File: src/rtl/mrcrc_pkg.sv
// Shared types, constants and the CRC-16 byte fold for the Modbus RTU frame CRC engine.
`timescale 1ns / 1ps

package mrcrc_pkg;

   localparam int MAX_FRAME_DEFAULT = 256;
   localparam int LEN_W             = 9;
   localparam int CRC_W             = 16;

   localparam logic [CRC_W-1:0] CRC_INIT = 16'hFFFF;
   localparam logic [CRC_W-1:0] CRC_POLY = 16'hA001;

   localparam logic MODE_REQUEST  = 1'b0;
   localparam logic MODE_RESPONSE = 1'b1;

   localparam logic KIND_TX    = 1'b0;
   localparam logic KIND_CHECK = 1'b1;

   localparam logic [1:0] STATUS_OK      = 2'd0;
   localparam logic [1:0] STATUS_CRC_ERR = 2'd1;
   localparam logic [1:0] STATUS_LEN_ERR = 2'd2;

   // results loaded into the output buffer by one transaction
   typedef struct packed {
      logic       valid;
      logic [1:0] count;
      logic       kind;
      logic [7:0] byte0;
      logic [7:0] byte1;
      logic [7:0] byte2;
      logic [1:0] status;
   } push_type;

   // reflected CRC-16, one byte, eight unrolled shift steps
   function automatic logic [CRC_W-1:0] crc_fold(input logic [CRC_W-1:0] crc,
                                                 input logic [7:0] data);
      logic [CRC_W-1:0] c;
      c = crc ^ {8'h00, data};
      for (int i = 0; i < 8; i++) begin
         if (c[0]) begin
            c = (c >> 1) ^ CRC_POLY;
         end else begin
            c = c >> 1;
         end
      end
      return c;
   endfunction

endpackage

File: src/rtl/mrcrc_frame_core.sv
// Input register, CRC and byte-count state, length register and result generation.
`timescale 1ns / 1ps

module mrcrc_frame_core #(
   parameter int MaxFrame = mrcrc_pkg::MAX_FRAME_DEFAULT
) (
   input  logic                        clock,
   input  logic                        reset,
   input  logic                        req_valid,
   output logic                        req_stall,
   input  logic                        req_mode,
   input  logic [7:0]                  req_data_byte,
   input  logic                        req_last_byte,
   input  logic                        csr_wr_en,
   input  logic [mrcrc_pkg::LEN_W-1:0] csr_wr_data,
   input  logic                        buf_free,
   output mrcrc_pkg::push_type         push
);

   localparam int CntW = $clog2(MaxFrame + 2);
   localparam logic [CntW-1:0] CntMax = CntW'(MaxFrame + 1);
   localparam logic [mrcrc_pkg::LEN_W-1:0] LenMax = mrcrc_pkg::LEN_W'(MaxFrame);

   logic                            s1_valid_ff, s1_valid_in;
   logic                            s1_mode_ff;
   logic [7:0]                      s1_data_ff;
   logic                            s1_last_ff;
   logic [mrcrc_pkg::CRC_W-1:0]     crc_ff, crc_in;
   logic [CntW-1:0]                 count_ff, count_in;
   logic [mrcrc_pkg::LEN_W-1:0]     len_ff;

   logic                            accept;
   logic                            advance;
   logic                            no_results;
   logic [mrcrc_pkg::CRC_W-1:0]     crc_next;
   logic [CntW-1:0]                 count_next;
   logic [mrcrc_pkg::LEN_W-1:0]     count_ext;
   logic [1:0]                      status;

   assign no_results = (s1_mode_ff == mrcrc_pkg::MODE_RESPONSE) && !s1_last_ff;
   assign advance    = s1_valid_ff && (no_results || buf_free);
   assign req_stall  = s1_valid_ff && !advance;
   assign accept     = req_valid && !req_stall;

   assign crc_next   = mrcrc_pkg::crc_fold(crc_ff, s1_data_ff);
   assign count_next = (count_ff < CntMax) ? count_ff + CntW'(1) : count_ff;
   assign count_ext  = mrcrc_pkg::LEN_W'(count_next);

   always_comb begin
      if (len_ff > LenMax || count_ext != len_ff) begin
         status = mrcrc_pkg::STATUS_LEN_ERR;
      end else if (crc_next != '0) begin
         status = mrcrc_pkg::STATUS_CRC_ERR;
      end else begin
         status = mrcrc_pkg::STATUS_OK;
      end
   end

   always_comb begin
      push        = '0;
      push.valid  = advance && !no_results;
      push.kind   = mrcrc_pkg::KIND_TX;
      push.status = mrcrc_pkg::STATUS_OK;
      push.byte0  = s1_data_ff;
      push.byte1  = crc_next[7:0];
      push.byte2  = crc_next[15:8];
      push.count  = s1_last_ff ? 2'd3 : 2'd1;
      if (s1_mode_ff == mrcrc_pkg::MODE_RESPONSE) begin
         push.kind   = mrcrc_pkg::KIND_CHECK;
         push.status = status;
         push.byte0  = 8'h00;
         push.count  = 2'd1;
      end
   end

   always_comb begin
      s1_valid_in = s1_valid_ff;
      if (accept) begin
         s1_valid_in = 1'b1;
      end else if (advance) begin
         s1_valid_in = 1'b0;
      end
   end

   always_comb begin
      crc_in   = crc_ff;
      count_in = count_ff;
      if (advance) begin
         if (s1_last_ff) begin
            crc_in   = mrcrc_pkg::CRC_INIT;
            count_in = '0;
         end else begin
            crc_in = crc_next;
            if (s1_mode_ff == mrcrc_pkg::MODE_RESPONSE) begin
               count_in = count_next;
            end
         end
      end
   end

   always_ff @(posedge clock) begin
      if (reset) begin
         s1_valid_ff <= 1'b0;
         crc_ff      <= mrcrc_pkg::CRC_INIT;
         count_ff    <= '0;
         len_ff      <= mrcrc_pkg::LEN_W'(7);
      end else begin
         s1_valid_ff <= s1_valid_in;
         crc_ff      <= crc_in;
         count_ff    <= count_in;
         if (csr_wr_en) begin
            len_ff <= csr_wr_data;
         end
      end
   end

   always_ff @(posedge clock) begin
      if (accept) begin
         s1_mode_ff <= req_mode;
         s1_data_ff <= req_data_byte;
         s1_last_ff <= req_last_byte;
      end
   end

endmodule

File: src/rtl/mrcrc_result_buffer.sv
// Output register holding up to three results of one transaction, sent one per cycle while rsp_stall is low.
`timescale 1ns / 1ps

module mrcrc_result_buffer (
   input  logic                clock,
   input  logic                reset,
   input  mrcrc_pkg::push_type push,
   output logic                buf_free,
   output logic                rsp_valid,
   input  logic                rsp_stall,
   output logic                rsp_kind,
   output logic [7:0]          rsp_out_byte,
   output logic [1:0]          rsp_status,
   output logic                rsp_end_of_run
);

   logic [1:0] rem_ff, rem_in;
   logic       kind_ff;
   logic [7:0] byte_ff;
   logic [7:0] nxt0_ff;
   logic [7:0] nxt1_ff;
   logic [1:0] status_ff;
   logic       pop;

   assign rsp_valid      = rem_ff != 2'd0;
   assign pop            = rsp_valid && !rsp_stall;
   assign buf_free       = (rem_ff == 2'd0) || ((rem_ff == 2'd1) && !rsp_stall);
   assign rsp_kind       = kind_ff;
   assign rsp_out_byte   = byte_ff;
   assign rsp_status     = status_ff;
   assign rsp_end_of_run = rem_ff == 2'd1;

   always_comb begin
      rem_in = rem_ff;
      if (push.valid) begin
         rem_in = push.count;
      end else if (pop) begin
         rem_in = rem_ff - 2'd1;
      end
   end

   always_ff @(posedge clock) begin
      if (reset) begin
         rem_ff <= 2'd0;
      end else begin
         rem_ff <= rem_in;
      end
   end

   always_ff @(posedge clock) begin
      if (push.valid) begin
         kind_ff   <= push.kind;
         byte_ff   <= push.byte0;
         nxt0_ff   <= push.byte1;
         nxt1_ff   <= push.byte2;
         status_ff <= push.status;
      end else if (pop) begin
         byte_ff <= nxt0_ff;
         nxt0_ff <= nxt1_ff;
      end
   end

endmodule

File: src/rtl/modbus_rtu_frame_crc_engine_unit.sv
// Top level of the Modbus RTU CRC-16 frame engine.
//
//   channel  direction  handshake                    payload
//   req      in         req_valid / req_stall        req_mode, req_data_byte, req_last_byte
//   rsp      out        rsp_valid / rsp_stall        rsp_kind, rsp_out_byte, rsp_status,
//                                                    rsp_end_of_run
//   csr      in         csr_wr_en                    csr_wr_data (expected length)
//
// A transaction is registered, folded into the CRC and its results loaded into the
// output register; one transaction per cycle is sustained while that register has room.
// A last byte in request mode yields three results, the byte and its two CRC bytes, so req
// stalls while they drain. An accepted byte passes the input register, then the output register.
// Synchronous reset: CRC to 0xFFFF, byte count to zero, expected length to 7.
// rsp_stall holds the output register and, once it is full, stalls req.
`timescale 1ns / 1ps

module modbus_rtu_frame_crc_engine_unit #(
   parameter int MaxFrame = mrcrc_pkg::MAX_FRAME_DEFAULT
) (
   input  logic                        clock,
   input  logic                        reset,
   input  logic                        req_valid,
   output logic                        req_stall,
   input  logic                        req_mode,
   input  logic [7:0]                  req_data_byte,
   input  logic                        req_last_byte,
   output logic                        rsp_valid,
   input  logic                        rsp_stall,
   output logic                        rsp_kind,
   output logic [7:0]                  rsp_out_byte,
   output logic [1:0]                  rsp_status,
   output logic                        rsp_end_of_run,
   input  logic                        csr_wr_en,
   input  logic [mrcrc_pkg::LEN_W-1:0] csr_wr_data
);

   mrcrc_pkg::push_type push;
   logic                buf_free;

   mrcrc_frame_core #(
      .MaxFrame(MaxFrame)
   ) u_core (
      .clock        (clock),
      .reset        (reset),
      .req_valid    (req_valid),
      .req_stall    (req_stall),
      .req_mode     (req_mode),
      .req_data_byte(req_data_byte),
      .req_last_byte(req_last_byte),
      .csr_wr_en    (csr_wr_en),
      .csr_wr_data  (csr_wr_data),
      .buf_free     (buf_free),
      .push         (push)
   );

   mrcrc_result_buffer u_buffer (
      .clock         (clock),
      .reset         (reset),
      .push          (push),
      .buf_free      (buf_free),
      .rsp_valid     (rsp_valid),
      .rsp_stall     (rsp_stall),
      .rsp_kind      (rsp_kind),
      .rsp_out_byte  (rsp_out_byte),
      .rsp_status    (rsp_status),
      .rsp_end_of_run(rsp_end_of_run)
   );

endmodule
File: config.mk
export PLATFORM = sky130hd
export DESIGN_NAME = modbus_rtu_frame_crc_engine_unit
export DESIGN_NICKNAME = d
export VERILOG_FILES = /design/src/rtl/mrcrc_pkg.sv /design/src/rtl/mrcrc_frame_core.sv /design/src/rtl/mrcrc_result_buffer.sv /design/src/rtl/modbus_rtu_frame_crc_engine_unit.sv
export SDC_FILE = /design/constraint.sdc
export NUM_CORES = 1
export LEC_CHECK = 0
export BUFFER_PORTS_ARGS = -buffer_cell sky130_fd_sc_hd__clkbuf_2
export CAP_MARGIN = 30
export CORE_MARGIN = 4
export CORE_UTILIZATION = 30
export CTS_CLUSTER_DIAMETER = 60
export CTS_CLUSTER_SIZE = 28
export DETAILED_ROUTE_END_ITERATION = 7
export HOLD_SLACK_MARGIN = 0.02
export PLACE_DENSITY = 0.56
export SETUP_SLACK_MARGIN = 0.15
export SYNTH_ARGS = -nofsm -noshare
export SYNTH_HDL_FRONTEND = slang
export SYNTH_SLANG_ARGS = --single-unit
File: constraint.sdc
create_clock -name clock -period 3.2 [get_ports clock]
set_input_delay 0.16 -clock clock [delete_from_list [all_inputs] [get_ports clock]]
set_output_delay 0.16 -clock clock [all_outputs]
set_load 0.005 [all_outputs]
==> summary by stage, run 1 <==
Power and ir drop
The fraction of power consumed by sequential logic is 43.5%. The internal portion of the total power is 2.06 mW. The switching power as a share of total power is 30.4%.

Combinational logic is responsible for 25.6% of the overall power. The power per cell area is 715 mW/mm^2. The clock network power share is 31.0%. The total leakage power is 1.65 nW. The post-layout total power is 2.96 mW. The highest ir drop seen on vdd is 0.312 mV. The analysis attributes to net switching a power of 0.898 mW.

Global route
The number of global-route vias before repair is 2465. The first global-routing pass estimated 12.6 mm of wire. The all-layer global routing usage is 12.4%. The number of antenna violations at the first check in global routing is 0. The total overflow reported by the global router is 0. Entering global routing, the biggest net connects 25 pins.

STA
The setup TNS after final layout is 0 ns. The number of hold violations in the final report came to 0. The slew at the pin with the worst max-slew slack is 0.839 ns.

Between clock sinks in the finished design, the worst skew comes to 0.00707 ns. The highest clock frequency the design can meet is 348 MHz. Of the available clock period, the critical path in the final layout requires 89.8%. Headroom to the max-slew limit came out at 44.1%. Setup repair after global routing left no endpoint under its margin. The total setup violations reported at the end of the flow is 0. The worst hold margin is 0.0301 ns.

The max-slew violation count is 0. The time the worst path needs with I/O delays and setup is 2.87 ns.

Placed design
Detailed placement ended at an HPWL of 5.45 mm. Port buffering added 37 buffers. Routability-driven placement finished with a final weighted congestion of 0.825.

Floorplanning
From bottom edge to top edge, the die measures 114 microns. The initial core utilization is 30.9%. Pin placement for this block handled 38 I/O pins. The die covers 0.0131 sq mm. In this run the horizontal extent of the chip is 114 microns. The core area is 0.0110 sq mm. The floorplan has 38 rows.

Synth
The proportion of synthesized flip-flops having asynchronous set or reset is 0%. The cell taking the most area after synthesis is edfxtp_1. Sorting the synthesized cells by how often they occur yields dfxtp_1 (37), edfxtp_1 (37), nand2_1 (34).

The number of nets in the synthesized netlist is 342. The post-synthesis area per instance is 10.8 sq um. The top flip-flop cell by instance count after synthesis is edfxtp_1. Counting every instance in the synthesized netlist gives 314. The top cell type by area accounts for 32.7% of the synthesized area. Sorting the synthesized cells by area gives the leading types as edfxtp_1 (33%), dfxtp_1 (22%), xnor2_1 (7.0%). The netlist uses 51 different library cells. The number of flops mapped to enable cells by yosys is 37. The area of the mapped netlist is 0.00340 sq mm. After synthesis the netlist holds a flip-flop and latch count of 74. The count of warnings emitted by yosys is 0.

The proportion of synthesized chip area in sequential cells is 54.5%.

Clock network
The clock input transition at the sequential cells of the worst setup and hold paths is 0.05 ns. The clock root buffer is clkbuf_16. Buffers inserted during clock tree synthesis total 9. The clock reaches the later pin of the worst-skew pair after 0.33 ns. The H-tree was split into 3 levels. The CTS tree is yes.

The longest clock path from root to sink contains 2 buffers. The clock sink count is 74.

Detailed routing
The detail route stage leaves a number of antenna-violating nets equal to 0. The remaining design rule violation count is 0. Before antenna repair, the detailed router went through 4 iterations.

Dividing the detail-routed wire length by the instance count gives 15.1 microns. After detailed routing, the met3 layer carries 280 microns of wire. Using the TritonRoute via totals, the vias-per-cell ratio works out to 4.91. The final routed wirelength across all metal layers is 7.62 mm. After detailed routing, the wire length on met1 is 3.53 mm.

The via total after detailed routing is 2470. The violation count after the first detailed-route iteration is 155. Summed over all nets, wire length on met2 after detailed routing comes to 3.70 mm. The highest routed metal layer is met4.

Worst setup path
For the worst setup path, the data required time is 3.27 ns. The maximum fanout along the worst path is 4. The start-to-end type of the worst setup path is register to register. The worst setup path is launched from a register. The endpoint arrival time on the critical path is 2.94 ns. The worst setup path is captured at a register.

Layout
The number of inserted diodes is 0. Relative to the synthesized area, the layout overhead comes to 21.7%. The proportion of layout cells with a drive suffix above 1 is 21.5%. The final core utilization is 37.6%. The post-layout net count is 386.

Run status
The run finished with clean final reports.

Worst hold path
The worst hold path belongs to the class input pin to register.

Job
The count of maximum capacitance violations is 0.
[layer usage]
metal	vias to the layer above	global-route usage [%]
li1	1228	-
met1	1185	16.5
met2	51	19.6
met3	6	3.22
met4	0	4.04
met5	-	0
[final timing paths]
path                                   from                              endpoint  slack [ns]  cells after the start
max          u_core.s1_data_ff[5]$_DFFE_PP_  u_buffer.rsp_status[0]$_SDFFCE_PP0P_        0.33                     10
min                        req_data_byte[5]        u_core.s1_data_ff[5]$_DFFE_PP_        0.03                      1
max reg2reg  u_core.s1_data_ff[5]$_DFFE_PP_  u_buffer.rsp_status[0]$_SDFFCE_PP0P_        0.33                     10
min reg2reg  u_core.crc_ff[15]$_SDFFE_PP1P_        u_core.crc_ff[15]$_SDFFE_PP1P_        0.48                      2
[sequential cells by signal, indices dropped and copies added, names as in the netlist]
name / cells
u_buffer.nxt0_ff: 8
u_buffer.nxt1_ff: 8
u_buffer.rem_ff: 2
u_buffer.rsp_kind: 1
u_buffer.rsp_out_byte: 8
u_buffer.rsp_status: 2
u_core.count_ff: 9
u_core.crc_ff: 16
u_core.len_ff: 9
u_core.s1_data_ff: 8
u_core.s1_last_ff: 1
u_core.s1_mode_ff: 1
u_core.s1_valid_ff: 1
[power by group through the flow]
stage	logic [mW]	registers, mW	clock network, mW
4_1_cts	0.737	1.28	0.943
3_5_place_dp	0.726	1.30	0
6_report	0.756	1.29	0.915
5_1_grt	0.844	1.30	0.990
2_1_floorplan	0.508	1.29	0
3_3_place_gp	0.717	1.30	0
[critical path: stages (launching register included)]
cell,delay (ns)
edfxtp_1,0.40
xnor2_1,0.31
xnor2_2,0.19
xnor2_1,0.13
xnor2_1,0.30
ha_1,0.33
xnor2_1,0.25
and4b_1,0.23
and4_1,0.21
a31oi_1,0.09
nor4b_2,0.17
[layout by cell type, fill, tap and decap left out, types with 5 or more instances in the layout]
cell type,n
xnor2_1,20
o211ai_1,9
o21ai_0,9
mux2_2,6
dlygate4sd3_1,8
dfxtp_1,37
nor2b_1,5
xnor2_2,7
inv_1,14
a31oi_1,5
edfxtp_1,37
xor2_1,7
buf_4,6
mux2i_1,6
a21oi_1,11
a22o_1,8
nor2_1,18
nand3_1,10
nand2_1,34
clkbuf_2,37
clkbuf_16,9
[layout make-up]
cell class | instances | area (sq um)
fill | 1090 | 6850
timing repair buffer | 51 | 310
sequential | 74 | 1850
tap | 140 | 175
inverter | 14 | 52.6
clock buffer | 11 | 233
clock inverter | 5 | 40.0
multi-input combinational | 208 | 1470
[stage by stage]
step / worst slack, ns / std cells / instance area [sq um]
2_1_floorplan: 0.641 / 314 / 3400
3_3_place_gp: 0.432 / 478 / 3720
3_5_place_dp: 0.249 / 478 / 3720
4_1_cts: 0.236 / 501 / 4060
5_1_grt: 0.179 / 503 / 4130
6_report: 0.327 / 503 / 4130
[timing repair]
item / in CTS / in global routing
resized for setup: 0 / 7
hold buffers: 7 / 1
setup endpoints to repair: 0 / 1
buffers inserted: 0 / 1
hold endpoints to repair: 7 / 1
[kinds of logic (layout without fill, tap and decap cells)]
group | count (synthesis) | count (layout) | synth area share, %
and+or+nand+nor | 92 | 92 | 13.6
DFF | 74 | 74 | 54.5
AOI/OAI and AO/OA | 66 | 66 | 14.0
xor gates and xnor gates | 34 | 34 | 8.77
buffers and inverters | 32 | 81 | 3.90
muxes | 12 | 12 | 3.76
adders and majority gates | 4 | 4 | 1.47
No activity file was read; power rests on OpenSTA's default activity.
==> inputs of run 2 (changes only) <==
- clock period: 3.2 -> 3.08 ns (I/O delays scaled with it)
==> run 2 against run 1 <==
- sequential power increased by 4%
- count of clock-buffer cells in the layout is 1 lower
- fmax grew 2.8%
- critical path depth did not move
- register-to-register slack got worse by 0.04 ns
- via count shrank 0.40%
- clock skew rose by 0.0012 ns
- non-clock buffer count rose by 5
- clock power rose by 19%
- first-iteration DRC count decreased by 19%
- wire length is essentially flat
- highest routed layer unchanged
==> summary by stage, run 2 (synthesized netlist as in run 1, its figures left out) <==
STA
Setup repair after global routing left no endpoint under its margin. The relative max-transition margin is 48.2% (+4.1 points). The setup TNS after final layout is 0 ns (unchanged). The max-slew violation count was 0 (unchanged). The time the worst path needs with I/O delays and setup is 2.79 ns (-0.0778 ns). The part of the cycle the worst path needs was 90.7% (+0.97 points). The number of hold violations in the final report is 0 (unchanged). The highest clock frequency the design can meet came to 358 MHz (+2.8%).

The total setup violations reported at the end of the flow came to 0 (unchanged). The maximum clock skew at final layout is 0.00824 ns (+0.00118 ns). The final worst-path setup slack was 0.285 ns (-0.0422 ns).

The slew at the pin with the worst max-slew slack was 0.777 ns (-0.0615 ns).

Detailed routing
The average wire per cell in the routed design is 15.0 microns (-0.78%). The final routed wirelength across all metal layers is 7.62 mm (about the same). The post-detailed-route count of antenna-violating nets came to 0 (unchanged).

The sum of met2 wire segment lengths after detailed routing was 3.71 mm (about the same). The via total after detailed routing is 2460 (-0.40%). The length of routed met3 wiring was 242 microns (-14%). The highest routed metal layer is met4. The violation count after the first detailed-route iteration is 126 (-19%). The wire length on met1 is 3.58 mm (+1.5%). The vias per cell is 4.85 (-1.2%).

The number of iterations in the first detailed-routing pass was 5 (+1). The remaining design rule violation count is 0 (unchanged).

Worst setup path
The worst setup path endpoint is u_buffer.rsp_status[0]$_SDFFCE_PP0P_. The number of buffer and inverter stages on the critical path is 0 (unchanged). The category of cells accounting for the largest share of critical-path delay is XOR/XNOR gates.

The number of cells traversed by the worst register-to-register path is 10 (unchanged). The count of cell instances traversed by the critical path is 10 (unchanged). The largest incremental delay on the critical path is 0.43 ns (+0.03 ns).

The startpoint identified for the worst register-to-register timing path is u_core.s1_data_ff[1]$_DFFE_PP_. The maximum fanout along the worst path came to 4 (unchanged). The required time at the worst-slack endpoint is 3.15 ns (-0.12 ns). In this run the worst setup path begins at u_core.s1_data_ff[1]$_DFFE_PP_. The worst setup path is launched from a register. The dominant cell type by count on the critical path is xnor2_2. The signal on the critical path passes through xnor2_2 -> xnor2_2 -> xnor2_1 -> xnor2_2 -> ha_1 -> xnor2_1 -> and4b_1 -> and4_1 -> a31oi_1 -> nor4b_2. The worst setup path is captured at a register.

The reg2reg setup slack is 0.29 ns (-0.04 ns). The start-to-end type of the worst setup path is register to register. The endpoint arrival time on the critical path is 2.86 ns (-0.08 ns).

The reg-to-reg critical path endpoint is u_buffer.rsp_status[0]$_SDFFCE_PP0P_. The slowest stage of the critical path belongs to the cell edfxtp_1.

Global route
The all-layer global routing usage is 12.2% (-0.14 points). The largest net degree at the start of global routing was 25 (unchanged). The total overflow reported by the global router is 0 (unchanged).

The number of global-route vias before repair is 2411 (-2.2%). The number of antenna violations at the first check in global routing is 0 (unchanged). The global-route wire length before repair is 12.5 mm (-0.27%).

Clock network
The CTS tree is yes. The clock tree buffer depth is 2 (unchanged). The clock buffer count from CTS is 9 (unchanged). The number of H-tree levels is 3 (unchanged). The clock latency reported for the late side of the worst-skew pair is 0.33 ns (about the same). The clock input transition at the sequential cells of the worst setup and hold paths is 0.06 ns (about the same).

The clock sink count is 74 (unchanged). The tree is rooted in a clkbuf_16.

Power and ir drop
The post-layout total power is 3.25 mW (+9.8%). The total leakage power is 1.69 nW (+2.7%). The highest ir drop seen on vdd is 0.321 mV (+2.7%). The power per cell area is 769 mW/mm^2 (+7.5%).

Placed design
The last weighted congestion value of the routability-driven placer is 0.818 (-0.76%). The count of buffers inserted at the top-level ports is 37 (unchanged). The final HPWL from detailed placement is 5.42 mm (-0.64%). The pre-CTS worst setup slack is 0.182 ns (-0.0672 ns). The number of cells after detailed placement is 481 (+0.63%).

Floorplanning
The die width was 114 microns (unchanged). The initial core utilization is 30.9% (unchanged). The vertical die dimension is 114 microns (unchanged). The number of ports placed on the die boundary is 38 (unchanged).

The die outline area came to 0.0131 sq mm (unchanged). The count of standard-cell rows came to 38 (unchanged). The core area is 0.0110 sq mm (unchanged).

Layout
The filler-free cell count of the finished design is 507 (+0.80%). The area growth from synthesis to layout is 24.2%. The proportion of layout cells with a drive suffix above 1 is 22.3% (+0.86 points).

In the layout the commonest cells are clkbuf_2 (37), edfxtp_1 (37), dfxtp_1 (37). The register with the most flip-flops in the final layout is u_core.crc_ff. The post-layout net count is 391 (+1.3%). The final core utilization came to 38.4% (+0.77 points). The flip-flop count of the largest register, all copies and words added is 16 (unchanged). The largest registers in the layout are u_core.crc_ff: 16 flops, u_core.count_ff: 9 flops, u_core.len_ff: 9 flops. The number of inserted diodes is 0 (unchanged).

Run status
The run finished with clean final reports.

Job
The count of maximum capacitance violations is 0 (unchanged).

Worst hold path
In this run the worst hold path is classified as input pin to register.
-- run 2: cell types whose count changed in the layout (fill, tap and decap cells not counted) --
cell | previous run | this run
buf_4 | 6 | 10
clkinv_4 | 3 | 2
xnor2_2 | 7 | 8
inv_6 | 1 | 0
clkinv_2 | 1 | 0
clkinv_1 | 0 | 1
dlygate4sd3_1 | 8 | 9
xnor2_1 | 20 | 19
bufinv_16 | 0 | 2
clkbuf_1 | 2 | 1
-- run 2: per-stage QoR --
stage	area, sq um	hold WS [ns]
finish	4220	0.0276
global route	4220	0.0241
CTS	4130	0.0210
detailed placement	3740	0.333
global placement	3740	0.334
floorplan	3400	0.253
-- run 2: worst min path at each step --
stage,startpoint,endpoint,slack [ns],depth (start not counted)
final,req_data_byte[0],u_core.s1_data_ff[0]$_DFFE_PP_,0.03,1
after global routing,req_data_byte[0],u_core.s1_data_ff[0]$_DFFE_PP_,0.02,1
after CTS,req_data_byte[5],u_core.s1_data_ff[5]$_DFFE_PP_,0.02,1
after detailed placement,req_data_byte[3],u_core.s1_data_ff[3]$_DFFE_PP_,0.33,1
after global placement,req_data_byte[3],u_core.s1_data_ff[3]$_DFFE_PP_,0.33,1
after floorplan,reset,u_core.len_ff[0]$_SDFFE_PP1P_,0.25,1
-- run 2: routing by layer --
metal	global-route usage [%]	vias up
li1	-	1228
met1	16.8	1181
met2	18.7	44
met3	2.85	7
met4	4.83	0
met5	0	-
-- run 2: power by group --
part	total, mW	internal (mW)	switching, mW
combinational	0.822	0.365	0.457
clock	1.09	0.704	0.383
sequential	1.34	1.25	0.0830
total	3.25	2.32	0.923
-- run 2: area by class of cell --
cell class                      instances  area [sq um]
Inverter                               14          52.6
Fill cell                            1042          6760
Tap cell                              140           175
Sequential cell                        74          1850
Timing Repair Buffer                   56           350
Clock buffer                           10           229
Multi-Input combinational cell        208          1480
Clock inverter                          5          81.3
-- run 2: timing repair --
| item | in CTS | in global routing |
|---|---|---|
| resized for setup | 0 | 8 |
| endpoints found under the setup margin | 0 | 1 |
| endpoints found under the hold margin | 8 | 1 |
| hold buffers | 8 | 1 |
| setup buffers | 0 | 2 |
-- run 2: worst reg2reg max path: cells and delay by family, from the launching register on --
kind | cells | cell delay, ns
xor+xnor | 5 | 1.09
fa+ha+maj | 1 | 0.30
compound gates | 1 | 0.10
flops | 1 | 0.43
simple gates | 3 | 0.61
==> inputs of run 3 (changes only) <==
- ABC_AREA: not set -> 1
- clock period: 3.08 -> 3.4 ns (I/O delays scaled with it)
==> run 3 against run 2 <==
- cell area increased by 2.1%
- non-clock buffer count decreased by 9
- area after synthesis increased by 6.1%
- critical path type unchanged
- highest routed layer unchanged
==> summary by stage, run 3 <==
Run status
The flow ran to the end, and the final reports show no timing, DRC or antenna violations.

Worst setup path
The startpoint class of the critical path is a register. The reg-to-reg critical path endpoint is u_buffer.rsp_status[0]$_SDFFCE_PP0P_. The critical path is of the register to register type. Traced cell by cell, the critical path runs through xor2_2 -> xor2_2 -> xor2_1 -> xnor2_1 -> inv_2 -> ha_1 -> xor2_1 -> nor4_1 -> nand2_1 -> nor3_1 -> nand3_1 -> nand2_1 -> nor2_1. The type of destination of the critical path is a register.

The endpoint arrival time on the critical path is 3.01 ns (+0.15 ns). The largest individual stage delay along the critical path comes from the cell edfxtp_1. The required time at the worst-slack endpoint is 3.49 ns (+0.34 ns). The largest incremental delay on the critical path was 0.43 ns (about the same). The maximum fanout along the worst path was 4 (unchanged).

The number of buffer and inverter stages on the critical path is 1 (+1). The launch point of the worst reg-to-reg path is u_core.s1_data_ff[1]$_DFFE_PP_. The reg2reg setup slack is 0.49 ns (+0.20 ns). The category of cells accounting for the largest share of critical-path delay is XOR/XNOR gates.

The number of cells traversed by the worst register-to-register path is 13 (+3).

Floorplanning
The die width is 118 microns (+2.8%). The core area came to 0.0116 sq mm (+5.3%). The die outline area is 0.0138 sq mm (+5.6%). The initial core utilization is 31.2% (+0.23 points).

The vertical die dimension is 118 microns (+2.8%). The count of standard-cell rows came to 39 (+2.6%). The number of ports placed on the die boundary is 38 (unchanged).

Placed design
The last weighted congestion value of the routability-driven placer is 0.814 (-0.56%). The count of buffers inserted at the top-level ports is 37 (unchanged). The instance area at placement is 0.00391 sq mm (+4.4%). The final HPWL from detailed placement is 6.18 mm (+14%). The number of cells after detailed placement is 583 (+21%).

Clock network
The clock latency reported for the late side of the worst-skew pair is 0.33 ns (about the same). The clock buffer count from CTS is 9 (unchanged). The CTS tree is yes.

The quantity of gates resized following cts is 0 (unchanged). The tree is rooted in a clkbuf_16. The number of H-tree levels is 3 (unchanged). The clock input transition at the sequential cells of the worst setup and hold paths is 0.06 ns (about the same). The number of hold-repair buffers added at the cts stage is 7 (-1).

The count of buffers added by post-CTS timing repair for setup was 0 (unchanged). The clock tree buffer depth is 2 (unchanged). The clock sink count is 74 (unchanged).

STA
The time the worst path needs with I/O delays and setup came to 2.91 ns (+0.118 ns). The part of the cycle the worst path needs is 85.7% (-5.1 points). The relative max-transition margin is 52.0% (+3.8 points). The worst hold margin is 0.0378 ns (+0.0102 ns). The max-slew violation count came to 0 (unchanged). The maximum clock skew at final layout is 0.00584 ns (-0.00241 ns). The total setup violations reported at the end of the flow was 0 (unchanged).

The number of hold violations in the final report came to 0 (unchanged). The slew at the pin with the worst max-slew slack is 0.717 ns (-0.0603 ns). The highest clock frequency the design can meet came to 343 MHz (-4.1%). Setup repair after global routing left no endpoint under its margin. The setup TNS after final layout is 0 ns (unchanged).

Detailed routing
The average wire per cell in the routed design is 13.7 microns (-8.8%). The violation count after the first detailed-route iteration is 189 (+50%). The via total after detailed routing is 2825 (+15%). The post-detailed-route count of antenna-violating nets came to 0 (unchanged). The number of iterations in the first detailed-routing pass is 4 (-1). The vias per cell is 4.65 (-4.1%). The remaining design rule violation count is 0 (unchanged). The final routed wirelength across all metal layers came to 8.32 mm (+9.1%).

Synth
In the post-synthesis netlist, the cell with the most instances is nand2_1. The proportion of synthesized flip-flops having asynchronous set or reset is 0% (unchanged). The largest total area in the synthesized netlist belongs to edfxtp_1.

The count of mapped cells out of synthesis is 413 (+32%). The total nets after synthesis is 441 (+29%). Sorting the synthesized cells by how often they occur yields nand2_1 (116), dfxtp_1 (37), edfxtp_1 (37). The top flip-flop cell by instance count after synthesis is edfxtp_1. The number of flops mapped to enable cells by yosys is 37 (unchanged). The post-synthesis area per instance came to 8.73 sq um (-19%). The synthesis-stage register bit count is 74 (unchanged). The area of the mapped netlist is 0.00360 sq mm (+6.1%). The count of warnings emitted by yosys was 0 (unchanged).

After synthesis, the cell types taking the most area are edfxtp_1 (31%), dfxtp_1 (21%), nand2_1 (12%). The proportion of netlist area held by the largest area contributor was 30.8% (-1.9 points). The number of distinct library cell variants in the gate-level netlist after synthesis was 36 (-29%). The proportion of synthesized chip area in sequential cells is 51.4% (-3.1 points).

Layout
The number of inserted diodes is 0 (unchanged). The library cell used most frequently in the layout, excluding fill and tap cells, is nand2_1. The filler-free cell count of the finished design is 607 (+20%). The final non-filler cell area came to 0.00431 sq mm (+2.1%). The flip-flop count of the largest register, all copies and words added is 16 (unchanged). The register with the highest flop count is u_core.crc_ff.

The post-layout net count was 487 (+25%). The largest registers in the layout are u_core.crc_ff: 16 flops, u_core.count_ff: 9 flops, u_core.len_ff: 9 flops. From synthesis to final layout, the design area changed by 19.6%. The proportion of layout cells with a drive suffix above 1 is 17.5% (-4.9 points). The top cell types in the final layout, fill and taps aside, are nand2_1 (116), clkbuf_2 (37), edfxtp_1 (37), dfxtp_1 (37), nand3_1 (35).

Worst hold path
The worst hold path terminates at u_core.s1_data_ff[3]$_DFFE_PP_. In this run the most critical hold path is launched from req_data_byte[3]. The hold path depth came to 1 (unchanged). The type of the most critical hold path is input pin to register.

Job
The count of maximum capacitance violations is 0 (unchanged).

Power and ir drop
The post-layout total power is 2.90 mW (-11%). The total leakage power is 1.82 nW (+7.6%). The highest ir drop seen on vdd is 0.251 mV (-22%). The power per cell area came to 672 mW/mm^2 (-13%).

Global route
The number of global-route vias before repair is 2701 (+12%). The number of antenna violations at the first check in global routing came to 0 (unchanged). The global-route wire length before repair is 13.8 mm (+9.7%). The largest net degree at the start of global routing is 27 (+8.0%).

The total overflow reported by the global router came to 0 (unchanged). The all-layer global routing usage is 12.5% (+0.25 points).
## run 3: cells by family (layout without fill, tap and decap cells)
logic type	count (synthesis)	in the layout	synth area share (%)
DFF	74	74	51.4
xor gates and xnor gates	25	25	7.64
buffers and inverters	53	104	6.35
adders and majority gates	4	4	1.39
and+or+nand+nor	204	204	24.6
AOI/OAI and AO/OA	53	53	8.61
## run 3: power by group
group,total (mW),internal (mW),leakage (nW),switching (mW)
combinational,0.687,0.249,1.01,0.437
clock,1.02,0.645,0.153,0.371
sequential,1.19,1.13,0.655,0.0647
## run 3: cell type report
type	instances	area, sq um
clock buffer	10	229
clock inverter	6	90.1
timing repair buffer	47	280
multi-input combinational	286	1520
fill	1160	7260
sequential	74	1850
tap	143	179
inverter	41	156
## run 3: metrics by stage
stage,util [%],worst slack (ns)
2_1_floorplan,-,0.857
3_3_place_gp,33.8,0.670
3_5_place_dp,33.8,0.523
4_1_cts,37.2,0.504
5_1_grt,37.3,0.276
6_report,37.3,0.487
## run 3: how the worst max path moves through the flow
| stage | cells after the start | startpoint | end | slack [ns] |
|---|---|---|---|---|
| 2_1_floorplan | 13 | u_core.s1_data_ff[2]$_DFFE_PP_ | u_buffer.rsp_status[0]$_SDFFCE_PP0P_ | 0.86 |
| 3_3_place_gp | 13 | u_core.s1_data_ff[1]$_DFFE_PP_ | u_buffer.rsp_status[0]$_SDFFCE_PP0P_ | 0.67 |
| 3_5_place_dp | 13 | u_core.s1_data_ff[1]$_DFFE_PP_ | u_buffer.rsp_status[0]$_SDFFCE_PP0P_ | 0.52 |
| 4_1_cts | 13 | u_core.s1_data_ff[1]$_DFFE_PP_ | u_buffer.rsp_status[0]$_SDFFCE_PP0P_ | 0.50 |
| 5_1_grt | 13 | u_core.s1_data_ff[1]$_DFFE_PP_ | u_buffer.rsp_status[0]$_SDFFCE_PP0P_ | 0.28 |
| 6_report | 13 | u_core.s1_data_ff[1]$_DFFE_PP_ | u_buffer.rsp_status[0]$_SDFFCE_PP0P_ | 0.49 |
## run 3: metal layers
| layer | vias to the layer above | wire length (microns) | track usage, % |
|---|---|---|---|
| met5 | - | 0 | 0 |
| li1 | 1448 | - | - |
| met4 | 0 | 134 | 5.27 |
| met1 | 1289 | 4270 | 17.9 |
| met3 | 10 | 449 | 3.27 |
| met2 | 78 | 3460 | 17.7 |
